<file path="src/hdl/fta_pkg.sv">
`timescale 1ns / 1ps
// ----------------------------------------------------------------------------
// fta_pkg
// Shared types and constants of the feed to axis speed unit.
// ----------------------------------------------------------------------------
package fta_pkg;

   localparam int FracBitsDefault = 16;
   localparam logic [30:0] SpeedMax = 31'h7FFF_FFFF;

   typedef enum logic [1:0] {
      CASE_RADIAL = 2'd0,
      CASE_ROTARY = 2'd1,
      CASE_AXIAL  = 2'd2
   } case_type;

   // Payload carried beside the square root chain.
   typedef struct packed {
      logic [30:0] fr;
      logic [62:0] mx;
      logic [62:0] mz;
      logic [62:0] ma;
      logic [6:0]  shift;
      case_type    kind;
   } side_type;

   // One division lane.
   typedef struct packed {
      logic [63:0] rem;
      logic [31:0] low;
      logic [31:0] quo;
      logic        zero;
      logic        ovf;
   } lane_type;

endpackage

</file>
<file path="src/hdl/fta_sqrt_cell.sv">
`timescale 1ns / 1ps
// ----------------------------------------------------------------------------
// fta_sqrt_cell
// One bit of a restoring integer square root, registered.
// ----------------------------------------------------------------------------
module fta_sqrt_cell (
   input  logic                clock,
   input  logic                reset,
   input  logic                en,
   input  logic                valid_i,
   input  fta_pkg::side_type   side_i,
   input  logic [127:0]        rad_i,
   input  logic [65:0]         rem_i,
   input  logic [63:0]         root_i,
   output logic                valid_ff,
   output fta_pkg::side_type   side_ff,
   output logic [127:0]        rad_ff,
   output logic [65:0]         rem_ff,
   output logic [63:0]         root_ff
);
   import fta_pkg::*;

   logic [67:0] t;
   logic [67:0] trial;
   logic [67:0] diff;
   logic        ge;

   always_comb begin
      t     = {rem_i, rad_i[127:126]};
      trial = {2'b00, root_i, 2'b01};
      ge    = (t >= trial);
      diff  = t - trial;
   end

   always_ff @(posedge clock) begin
      if (reset) begin
         valid_ff <= 1'b0;
      end else if (en) begin
         valid_ff <= valid_i;
      end
      if (en) begin
         side_ff <= side_i;
         rad_ff  <= {rad_i[125:0], 2'b00};
         rem_ff  <= ge ? diff[65:0] : t[65:0];
         root_ff <= {root_i[62:0], ge};
      end
   end

endmodule

</file>
<file path="config.mk">
export PLATFORM = sky130hd
export DESIGN_NAME = fta_sqrt_cell
export DESIGN_NICKNAME = d
export VERILOG_FILES = /design/src/hdl/fta_pkg.sv /design/src/hdl/fta_sqrt_cell.sv
export SDC_FILE = /design/constraint.sdc
export NUM_CORES = 1
export LEC_CHECK = 0
export BUFFER_PORTS_ARGS = -buffer_cell sky130_fd_sc_hd__buf_2
export CELL_PAD_IN_SITES_DETAIL_PLACEMENT = 0
export CELL_PAD_IN_SITES_GLOBAL_PLACEMENT = 2
export CORE_AREA = 2 2 386 388
export DETAILED_ROUTE_END_ITERATION = 7
export DIE_AREA = 0 0 388 390
export PLACE_DENSITY = 0.44
export SKIP_LAST_GASP = 1
export SYNTH_ARGS = -nofsm -noshare
export SYNTH_HDL_FRONTEND = slang
export SYNTH_SLANG_ARGS = --single-unit
</file>
<file path="constraint.sdc">
create_clock -name clock -period 3.3 [get_ports clock]
set_clock_uncertainty 0.2 [all_clocks]
set_input_delay 0.165 -clock clock [delete_from_list [all_inputs] [get_ports clock]]
set_output_delay 0.165 -clock clock [all_outputs]
set_load 0.02 [all_outputs]
</file>
# Word-level counts from Yosys, hierarchy flattened
# Index checks and enable logic that the tools add are counted.
dict set report classes {
  add_sub_neg 1
  magnitude_cmp 1
  n_mux 1
}
# cell n
set op_table {}
lappend op_table {{greater-or-equal comparator 68 x 66 -> 1 bit} 1}
lappend op_table {{2-to-1 mux 66 bit} 1}
lappend op_table {{subtractor 66 bit} 1}
dict set report totals {
  ff_bits 486
  in_bits 491
  output_inout_bits 488
  elab_cells 13
}

# Depth between registers and ports, before layout
# Gate-level depths: netlist of run 1.
dict set report logic_depth {
  depth_word 2
  ltp_mapped 15
  ltp_nobuf 12
}

# Least setup slack after synthesis of run 1
# No wires, ideal clock.
dict set report synth_timing {
  path_type {input -> register}
  from {in root_i[38]}
  to {reg rem_ff[59], data pin}
  arrival_time_ns 3.138
  t_required_ns 2.838
  path_slack_ns -0.300
  stages 12
  path_cell_list {inv_1 > ha_1 > buf_2 > nand4_2 > or4_1 > or4_4 > o211a_4 > a31oi_4 > a2bb2oi_4 > buf_6 > buf_8 > mux2_1}
}
dict set report synth_between {
  elab_chain_cells 2
}
# element line
set synth_lines {}
lappend synth_lines {{start: declaration} fta_sqrt_cell.sv:14} ;# input logic [63:0] root_i,
lappend synth_lines {{subtractor 66 bit / greater-or-equal comparator 68 x 66 -> 1 bit (equally long branches)} {fta_sqrt_cell.sv:32, fta_sqrt_cell.sv:31}}
lappend synth_lines {{2-to-1 mux 66 bit (*)} fta_sqrt_cell.sv:44} ;# rem_ff <= ge ? diff[65:0] : t[65:0];
lappend synth_lines {{end signal: assignment} fta_sqrt_cell.sv:44}
lappend synth_lines {{end: declaration} fta_sqrt_cell.sv:18} ;# output logic [65:0] rem_ff,
# Mark *: on every way between the ends. The rest lies on a longest branch, timed or not.
# A chain may end at the register's enable or synchronous reset.

# Worst setup path in the final report of run 1
dict set report layout_timing {
  from {in root_i[2]}
  to {reg rem_ff[22], data pin}
}
# The elaborated chain is that of the path after synthesis.

==> reports/metrics.yaml, run 1 <==
sta:
  final.min_clock_period_ns: 3.251
  period_share_pct: 98.51
  slew_headroom_pct: 55.89
  fin_ws_ns: 0.04930
  final_hold_viol_count: 0
  rsz0062_at_grt: "no"
  setup_viol: 0
  drv_slew: 0
  setup-tns-final_ns: 0
  tightest_slew_ns: 0.6547
  fmax_mhz: 307.6
power_and_ir_drop:
  power_frac_seq_pct: 38.5
  switching_share_pct: 29.57
  clockPowerShare_pct: 38.0
  power_density_nw_per_um2: 497.9
  intPower_mw: 14.00
  vdd_drop_max_uv: 301.4
  p_leak_nw: 16.89
  p_comb_share_pct: 23.6
  p_sw_mw: 5.879
clock_tree:
  htreeDepth: 3
  cts_sinks: 486
  cts_tree: "built"
  clk_latency_ns: 0.64
  path_clk_slew_ns: 0.06
  clockRootBuffer: "clkbuf_16"
  numCtsBuffers: 67
  cts_buffer_depth: 3
critical_path:
  cp_slowest_cell: "mux2_2"
  critPathKind: "primary input to register"
  endpoint_kind: "register"
  worstPathMaxFanout: 5
  crit_buf_inv: 8
  worstPathArrival_ns: 3.46
  cp_top_family: "compound AO/OA/AOI/OAI gates"
  startpoint_type: "primary input"
  crit_top_cell: "buf_4"
  cp_data_required_time_ns: 3.51
  crit_path_max_incr_delay_ns: 0.34
  path_cells: "buf_2 > inv_1 > ha_1 > nand2_1 > a211oi_2 > buf_4 > o21ai_4 > o31ai_4 > buf_4 > nand2_2 > and4b_2 > o211a_4 > a31oi_4 > a2bb2oi_4 > buf_12 > buf_12 > buf_4 > buf_4 > mux2_2"
  r2r_setup_slack_ns: 1.95
place:
  place_congestion: 0.8824
  dp_hpwl_um: 99350
  dp_slack_ns: -0.9062
  port_buffers: 976
synth:
  syn_area_sq_um: 19810
  ys_seq_area_share_pct: 73.63
  async_flop_share_pct: 0
  synthCells: 1264
  syn_area_per_cell_sq_um: 15.67
  synthFlopType: "edfxtp_1"
  yosysUniqueCellTypes: 64
  synth-seq-cells: 486
  synth-edff-count: 485
  ys_warn_count: 0
finish:
  final_cell_mix: "buf_2 (967), dlygate4sd3_1 (781), edfxtp_1 (485), buf_4 (274), a21oi_1 (87)"
  fill_cells: 15540
  layout_commonest_cell: "buf_2"
  final_layout_size_suffix_gt1_share_pct: 43.60
  fin_nets: 3901
  area_growth_pct: 101.6
floorplanning:
  die_x_um: 388
  start_util_pct: 13.46
  pin_count: 979
  rows: 141
  die_h_um: 390
  core-area_sq_um: 147100
  die_area_sq_um: 151300
grt:
  antenna_found_initial: 71
  grt_pass1_vias: 21000
  grt_start_max_net_pins: 75
  grt_use_total_pct: 15.56
  grt_pass1_wl_um: 164000
  grt_overflow_total: 0
run_status:
  status: "finished, final reports clean"
detailed_routing:
  post_drt_wl_per_cell_um: 22.83
  routed_wl_um: 121900
  drtAntennaViolNets: 0
  drt_pass1_iterations: 5
  viasPerCell: 3.662
  vias: 19560
  drtIter0Drc: 849
  drcViolationCount: 0
flow_run:
  cap_violations: 0
worst_hold_path:
  hp-class: "primary input to register"
## logic make-up (layout without fill, tap and decap cells)
logic type | count (synthesis) | after routing | synth area share [%]
other | 1 | 16 | 0.01893
AND/OR/NAND/NOR | 229 | 229 | 5.672
AO/OA/AOI/OAI | 240 | 240 | 7.587
multiplexers | 67 | 67 | 3.771
adder cells (fa/ha/maj) | 66 | 66 | 4.169
flip-flops | 486 | 486 | 73.63
XOR/XNOR | 58 | 58 | 2.565
buffers and inverters | 117 | 2249 | 2.590
## power groups by stage
stage               logic, mW  registers [mW]  clock network (mW)
floorplan               0.981            8.49                   0
global placement         3.85            7.78                   0
detailed placement       3.86            7.78                   0
CTS                      4.67            7.66                7.89
global route             5.02            7.70                8.09
finish                   4.68            7.65                7.55
## stage by stage
step	instances	power (mW)	area (sq um)	hold WS (ns)	utilization, %
5_1_grt	5332	20.81	39910	0.008246	27.12
6_report	5341	19.88	39930	0.009512	27.14
3_5_place_dp	4411	11.63	29340	0.1431	19.94
4_1_cts	5310	20.21	39370	-0.4302	26.76
2_1_floorplan	1265	9.468	20090	0.03738	-
3_3_place_gp	4411	11.63	29340	0.1415	19.94
## layout make-up
class	count	area, sq um	area share, %
diodes	14	35.03	0.08774
well taps	1930	2415	6.048
clock inverters	41	493.0	1.235
inverters	81	319.1	0.7991
flip-flops and latches	486	14580	36.53
clock buffers	81	1750	4.384
repair buffers	2046	15130	37.89
multi-input cells	662	5202	13.03
## metal layers
layer | vias to the layer above | part of all wire [%] | track usage [%] | wire length, um
met1 | 9527 | 41 | 18.26 | 49450
met2 | 755 | 47 | 25.73 | 57150
met5 | - | 0.31 | 0 | 379
li1 | 9016 | - | - | -
met4 | 62 | 2.1 | 4.160 | 2586
met3 | 199 | 10 | 6.858 | 12370
## state kept, by name (all words and copies together) (netlist names)
name	count
rem_ff	66
side_ff	229
root_ff	64
rad_ff	126
valid_ff	1
## synthesized netlist by cell type, types with 4 or more instances
library cell | instances | share of area (%)
a211oi_1 | 5 | 0.19
a21o_1 | 23 | 0.87
a21oi_1 | 91 | 2.3
a31oi_1 | 9 | 0.28
and2_1 | 4 | 0.13
and3_1 | 4 | 0.13
buf_2 | 6 | 0.15
buf_4 | 5 | 0.19
clkbuf_1 | 20 | 0.38
edfxtp_1 | 485 | 74
ha_1 | 66 | 4.2
inv_1 | 81 | 1.5
mux2_1 | 24 | 1.4
mux2_2 | 37 | 2.1
mux2i_1 | 6 | 0.30
nand2_1 | 65 | 1.2
nand2b_1 | 10 | 0.32
nand3_1 | 17 | 0.43
nand4_1 | 25 | 0.79
nor2_1 | 56 | 1.1
nor2b_1 | 5 | 0.16
nor3_1 | 21 | 0.53
nor4_1 | 4 | 0.13
o211ai_1 | 7 | 0.27
o21a_1 | 8 | 0.30
o21ai_0 | 51 | 1.3
o21bai_1 | 15 | 0.57
o31ai_1 | 4 | 0.15
or4_1 | 5 | 0.19
xnor2_1 | 35 | 1.5
xor2_1 | 23 | 1.0
## final timing paths
kind,start,to,cells past startpoint
hold reg to reg,valid_ff$_SDFFE_PP0P_,valid_ff$_SDFFE_PP0P_,3
setup / recovery,root_i[2],rem_ff[22]$_DFFE_PP_,19
setup reg to reg,valid_ff$_SDFFE_PP0P_,valid_ff$_SDFFE_PP0P_,3
hold / removal,rem_i[14],rem_ff[16]$_DFFE_PP_,4
## worst register-to-register path: cells and delay by family (launching register included)
kind | cells | cell delay (ns)
buffers and inverters | 1 | 0.54
AND/OR/NAND/NOR | 1 | 0.05
multiplexers | 1 | 0.13
flip-flops | 1 | 0.30
## timing repair
| item | in CTS | in global routing |
|---|---|---|
| hold buffers | 777 | 10 |
| pin swaps | 0 | 17 |
| resized for setup | 2 | 59 |
| endpoints found under the hold margin | 527 | 10 |
| setup endpoints to repair | 4 | 63 |
| setup buffers | 0 | 14 |
Power figures use the tool's default switching activity.
==> run 2: changes to the inputs <==
==> constraint.sdc (replaced) <==
create_clock -name clock -period 3.3 [get_ports clock]
set_clock_uncertainty 0.2 [all_clocks]
set_input_delay 0.33 -clock clock [delete_from_list [all_inputs] [get_ports clock]]
set_output_delay 0.33 -clock clock [all_outputs]
set_load 0.02 [all_outputs]
==> reports/metrics.yaml, run 2 (synthesized netlist as in run 1, its figures left out) <==
finish:
  regMostFlops: "side_ff"
  seqCellArea_sq_um: 14580
  final_util_pct: 25.06
  area_growth_pct: 86.13
  multiInputGateArea_sq_um: 5077
  reg_top3: "side_ff: 229 flops, rad_ff: 126 flops, rem_ff: 66 flops"
  fill_cells: 15770
  layout_commonest_cell: "buf_2"
  fin_cells: 5071
  largest_reg_flops: 229
  final_layout_size_suffix_gt1_share_pct: 47.78
  final_area_sq_um: 36870
  fin_nets: 3639
  final_cell_mix: "buf_2 (971), dlygate4sd3_1 (486), edfxtp_1 (485), buf_4 (313), a21oi_1 (86)"
critical_path:
  worstPathMaxFanout: 5
  crit_buf_inv: 4
  crit_path_max_incr_delay_ns: 0.68
  worstPathArrival_ns: 3.48
  crit_top_cell: "buf_12"
  r2r_setup_slack_ns: 1.97
  rr_startpoint: "valid_ff$_SDFFE_PP0P_"
  reg2reg_depth: 3
  r2r-end: "valid_ff$_SDFFE_PP0P_"
  endpoint_kind: "register"
  startpoint_type: "primary input"
  cp_slowest_cell: "dlygate4sd3_1"
  cp_top_family: "buffers and inverters"
  cp_data_required_time_ns: 3.49
  critPathKind: "primary input to register"
  path_cells: "dlygate4sd3_1 > ha_1 > nand2_1 > or4_4 > o211a_4 > a31oi_4 > a2bb2oi_4 > buf_12 > buf_12 > buf_4 > mux2_2"
clock_tree:
  clk_latency_ns: 0.65
  cts_sinks: 486
  cts_buffer_depth: 3
  htreeDepth: 2
  numCtsBuffers: 60
  clockRootBuffer: "clkbuf_16"
  path_clk_slew_ns: 0.06
  cts_tree: "built"
floorplanning:
  pin_count: 979
  die_h_um: 390
  die_area_sq_um: 151300
  rows: 141
  core-area_sq_um: 147100
  die_x_um: 388
  start_util_pct: 13.46
grt:
  grt_use_met1_pct: 18.72
  grt_use_total_pct: 15.12
  grt_start_max_net_pins: 63
  grt_pass1_wl_um: 160300
  top_usage_layer: "met2"
  grt.met2_usage_pct: 24.81
  grt_pass1_vias: 19740
  grt_overflow_total: 0
  grt_util_met3_pct: 5.882
  antenna_found_initial: 79
worst_hold_path:
  min_path_cells: 1
  hp-start: "en"
  whs_endpoint: "side_ff[0]$_DFFE_PP_"
  hp-class: "primary input to register"
detailed_routing:
  drtIter0Drc: 817
  vias: 18440
  routed_wl_um: 119200
  post_drt_wl_per_cell_um: 23.50
  drcViolationCount: 0
  drtAntennaViolNets: 0
  viasPerCell: 3.635
  drt_pass1_iterations: 4
place:
  place_area_sq_um: 29660
  port_buffers: 976
  place_congestion: 0.9015
  dp.cells: 4451
  dp_hpwl_um: 99730
  dp_slack_ns: -1.081
flow_run:
  cap_violations: 0
sta:
  setup_viol: 0
  final_hold_viol_count: 0
  drv_slew: 0
  hold_ws_ns: 0.05507
  final.min_clock_period_ns: 3.297
  rsz0062_at_grt: "yes"
  tightest_slew_ns: 0.7843
  slew_headroom_pct: 47.71
  fin_ws_ns: 0.003352
  fmax_mhz: 303.3
  period_share_pct: 99.90
  setup-tns-final_ns: 0
power_and_ir_drop:
  finalPower_mw: 18.78
  vdd_drop_max_uv: 349.4
  p_leak_nw: 15.67
  power_density_nw_per_um2: 509.4
run_status:
  status: "finished, final reports clean"
-- run 2: how the worst max path moves through the flow --
stage / from / endpoint / slack (ns) / depth (start not counted)
after detailed placement: root_i[0] / rem_ff[57]$_DFFE_PP_ / -1.08 / 16
after floorplan: root_i[38] / rem_ff[50]$_DFFE_PP_ / -0.19 / 12
final: rem_i[45] / rem_ff[23]$_DFFE_PP_ / 0.003 / 11
after CTS: root_i[0] / rem_ff[23]$_DFFE_PP_ / 0.0005 / 18
after global placement: root_i[0] / rem_ff[57]$_DFFE_PP_ / -1.07 / 16
after global routing: root_i[0] / rem_ff[59]$_DFFE_PP_ / -0.04 / 18
-- run 2: what timing repair did --
action	in CTS	in global routing
resized for setup	21	21
gates cloned	2	0
endpoints found under the setup margin	60	63
endpoints found under the hold margin	485	0
setup buffers	10	2
pin swaps	7	6
hold buffers	486	0
-- run 2: power by group --
part           internal [mW]  total, mW  leakage, nW  switching [mW]
Combinational           1.93       4.45         9.99            2.51
Sequential              7.47       7.65         4.75           0.178
Clock                   3.90       6.69        0.934            2.79
Total                   13.3       18.8         15.7            5.48
-- run 2: routing by layer --
metal  part of all wire (%)  wire length (um)  up-vias
met5                   0.31               375        -
met4                    2.0              2421       58
met3                    9.4             11250      191
met2                     46             55270      758
met1                     42             49860     8949
li1                       -                 -     8479
-- run 2: final cells by class --
class,count,share of cell area (%)
clock inverters,31,0.9163
inverters,81,0.8654
clock buffers,78,4.368
multi-input cells,662,13.77
flip-flops and latches,486,39.56
well taps,1930,6.550
diodes,12,0.08145
repair buffers,1791,33.89
-- run 2: worst reg2reg max path, stage by stage, from the launching register on --
cell,delay (ns)
dfxtp_1,0.31
mux2i_1,0.12
nor2_1,0.05
dlygate4sd3_1,0.55
==> run 3: changes to the inputs <==
Settings changed: ABC_AREA set to 1, PLACE_DENSITY 0.44 to 0.49.
==> reports/metrics.yaml, run 3 <==
run_status:
  status: "finished, final reports clean"
critical_path:
  worstPathArrival_ns: 3.36
  worstPathMaxFanout: 5
  critPathKind: "primary input to register"
  startpoint_type: "primary input"
  cp_data_required_time_ns: 3.53
  endpoint_kind: "register"
synth:
  yosys-top-cells-count: "nand2_1 (674), edfxtp_1 (485), inv_1 (311)"
  syn_area_sq_um: 21510
  async_flop_share_pct: 0
  synthXorXnorAreaFrac_pct: 1.344
  ys_top_cells_by_area: "edfxtp_1 (68%), nand2_1 (12%), inv_1 (5.4%)"
  synthFlopType: "edfxtp_1"
  yosysUniqueCellTypes: 31
  synth-seq-cells: 486
  syn_area_per_cell_sq_um: 10.81
  synth_top_area_cell: "edfxtp_1"
  ys_seq_area_share_pct: 67.80
  synthCells: 1990
  synth_top_family_by_area: "simple AND/OR/NAND/NOR gates"
  synth-simple-area-share_pct: 17.42
  ys_warn_count: 0
  muxShareOfSynthArea_pct: 0.04654
  synthAdderAreaFrac_pct: 3.839
  synth_compound_area_share_pct: 3.007
  yosysMostFrequentCell: "nand2_1"
  synth-edff-count: 485
  yosysTopAreaCellShare_pct: 67.71
place:
  dp_slack_ns: 0.08958
  dp_hpwl_um: 137500
  port_buffers: 976
  place_area_sq_um: 29690
  place_congestion: 0.9026
clock_tree:
  cts_buffer_depth: 3
  clockRootBuffer: "clkbuf_16"
  cts_sinks: 486
  numCtsBuffers: 67
  path_clk_slew_ns: 0.06
  cts_tree: "built"
  clk_latency_ns: 0.66
  htreeDepth: 3
sta:
  rsz0062_at_grt: "no"
  final_hold_viol_count: 0
  fmax_mhz: 319.3
  drv_slew: 0
  fin_ws_ns: 0.1679
  slew_headroom_pct: 56.16
  tightest_slew_ns: 0.6508
  setup_viol: 0
  final.min_clock_period_ns: 3.132
  period_share_pct: 94.91
  setup-tns-final_ns: 0
floorplanning:
  pin_count: 979
  rows: 141
  core-area_sq_um: 147100
  die_h_um: 390
  start_util_pct: 14.62
  die_x_um: 388
  die_area_sq_um: 151300
detailed_routing:
  drtAntennaViolNets: 0
  post_drt_wl_per_cell_um: 27.73
  routed_wl_um: 156100
  drtIter0Drc: 1107
  drt_pass1_iterations: 5
  drcViolationCount: 0
  vias: 20940
  viasPerCell: 3.718
power_and_ir_drop:
  p_leak_nw: 16.98
  finalPower_mw: 19.07
  power_density_nw_per_um2: 518.7
  vdd_drop_max_uv: 284.4
grt:
  grt_pass1_vias: 21940
  grt_overflow_total: 0
  antenna_found_initial: 111
  grt_use_total_pct: 20.10
  grt_start_max_net_pins: 104
  grt_pass1_wl_um: 201600
finish:
  fin_nets: 4173
  regMostFlops: "side_ff"
  final_area_sq_um: 36760
  final_cell_mix: "buf_2 (975), nand2_1 (673), dlygate4sd3_1 (487), edfxtp_1 (485), inv_1 (311)"
  layout_commonest_cell: "buf_2"
  reg_top3: "side_ff: 229 flops, rad_ff: 126 flops, rem_ff: 66 flops"
  area_growth_pct: 70.92
  final_util_pct: 24.99
  final_layout_size_suffix_gt1_share_pct: 33.32
  largest_reg_flops: 229
worst_hold_path:
  hp-class: "primary input to register"
flow_run:
  cap_violations: 0
==> run 3: cell count changes after synthesis, sizes merged, moves of 32 or more <==
| cell | change |
|---|---|
| xnor2 | -32 |
| nand3 | +66 |
| inv | +256 |
| nand2 | +617 |
| mux2 | -61 |
| nor2 | +53 |
==> run 3: kinds of logic after synthesis <==
family	Yosys count
AOI/OAI and AO/OA	122
xor gates and xnor gates	33
other	1
and+or+nand+nor	927
DFF	486
muxes	1
adders and majority gates	66
buffers and inverters	354
==> run 3: layer usage <==
metal,routed length (um),global-route usage (%),up-vias
met5,321,0,-
met4,3767,5.299,50
met3,13400,6.930,232
met2,74900,34.30,820
met1,63750,23.96,9982
li1,-,-,9851
==> run 3: critical path, stage by stage <==
cell and delay, ns:
dlygate4sd3_1 0.61, buf_2 0.16, inv_1 0.04, ha_1 0.35, nand2_1 0.24, nor2_1 0.28
nand2_1 0.21, nor3_1 0.18, nand2_1 0.08, nand2_1 0.31, nand2_1 0.24, nand2_1 0.11
nand2_1 0.05, nand3_1 0.09, nand2_1 0.06
==> run 3: what timing repair did <==
action	in CTS	in global routing
hold endpoints to repair	525	0
gates resized for setup	0	1
setup buffers	0	0
hold buffers	487	0
endpoints found under the setup margin	0	1
==> run 3: final cells by class <==
cell class                 instances  area (sq um)
antenna                           33         82.58
sequential                       486         14580
fill                           16150        110400
timing repair buffer            1572         10780
clock buffer                      86          1769
inverter                         338          1269
multi-input combinational       1151          5529
tap                             1930          2415
clock inverter                    35         339.1
==> run 3: report_power, final <==
part           switching [mW]  total, mW  internal, mW
Combinational            2.79       4.28          1.49
Clock                    3.04       7.10          4.07
Sequential              0.238       7.69          7.45
Total                    6.06       19.1          13.0
==> run 3: worst paths after layout <==
| check | from | cells past startpoint | end | slack [ns] |
|---|---|---|---|---|
| setup / recovery | root_i[21] | 15 | rem_ff[59]$_DFFE_PP_ | 0.17 |
| hold / removal | rad_i[23] | 2 | rad_ff[25]$_DFFE_PP_ | 0.17 |
| setup reg to reg | valid_ff$_SDFFE_PP0P_ | 3 | valid_ff$_SDFFE_PP0P_ | 1.96 |
| hold reg to reg | valid_ff$_SDFFE_PP0P_ | 3 | valid_ff$_SDFFE_PP0P_ | 0.84 |
==> run 3: metrics by stage <==
step | hold slack [ns] | cells
global route | 0.1415 | 5608
finish | 0.1713 | 5631
detailed placement | 0.2876 | 4990
floorplan | 0.2024 | 1991
CTS | 0.1002 | 5598
global placement | 0.2816 | 4990
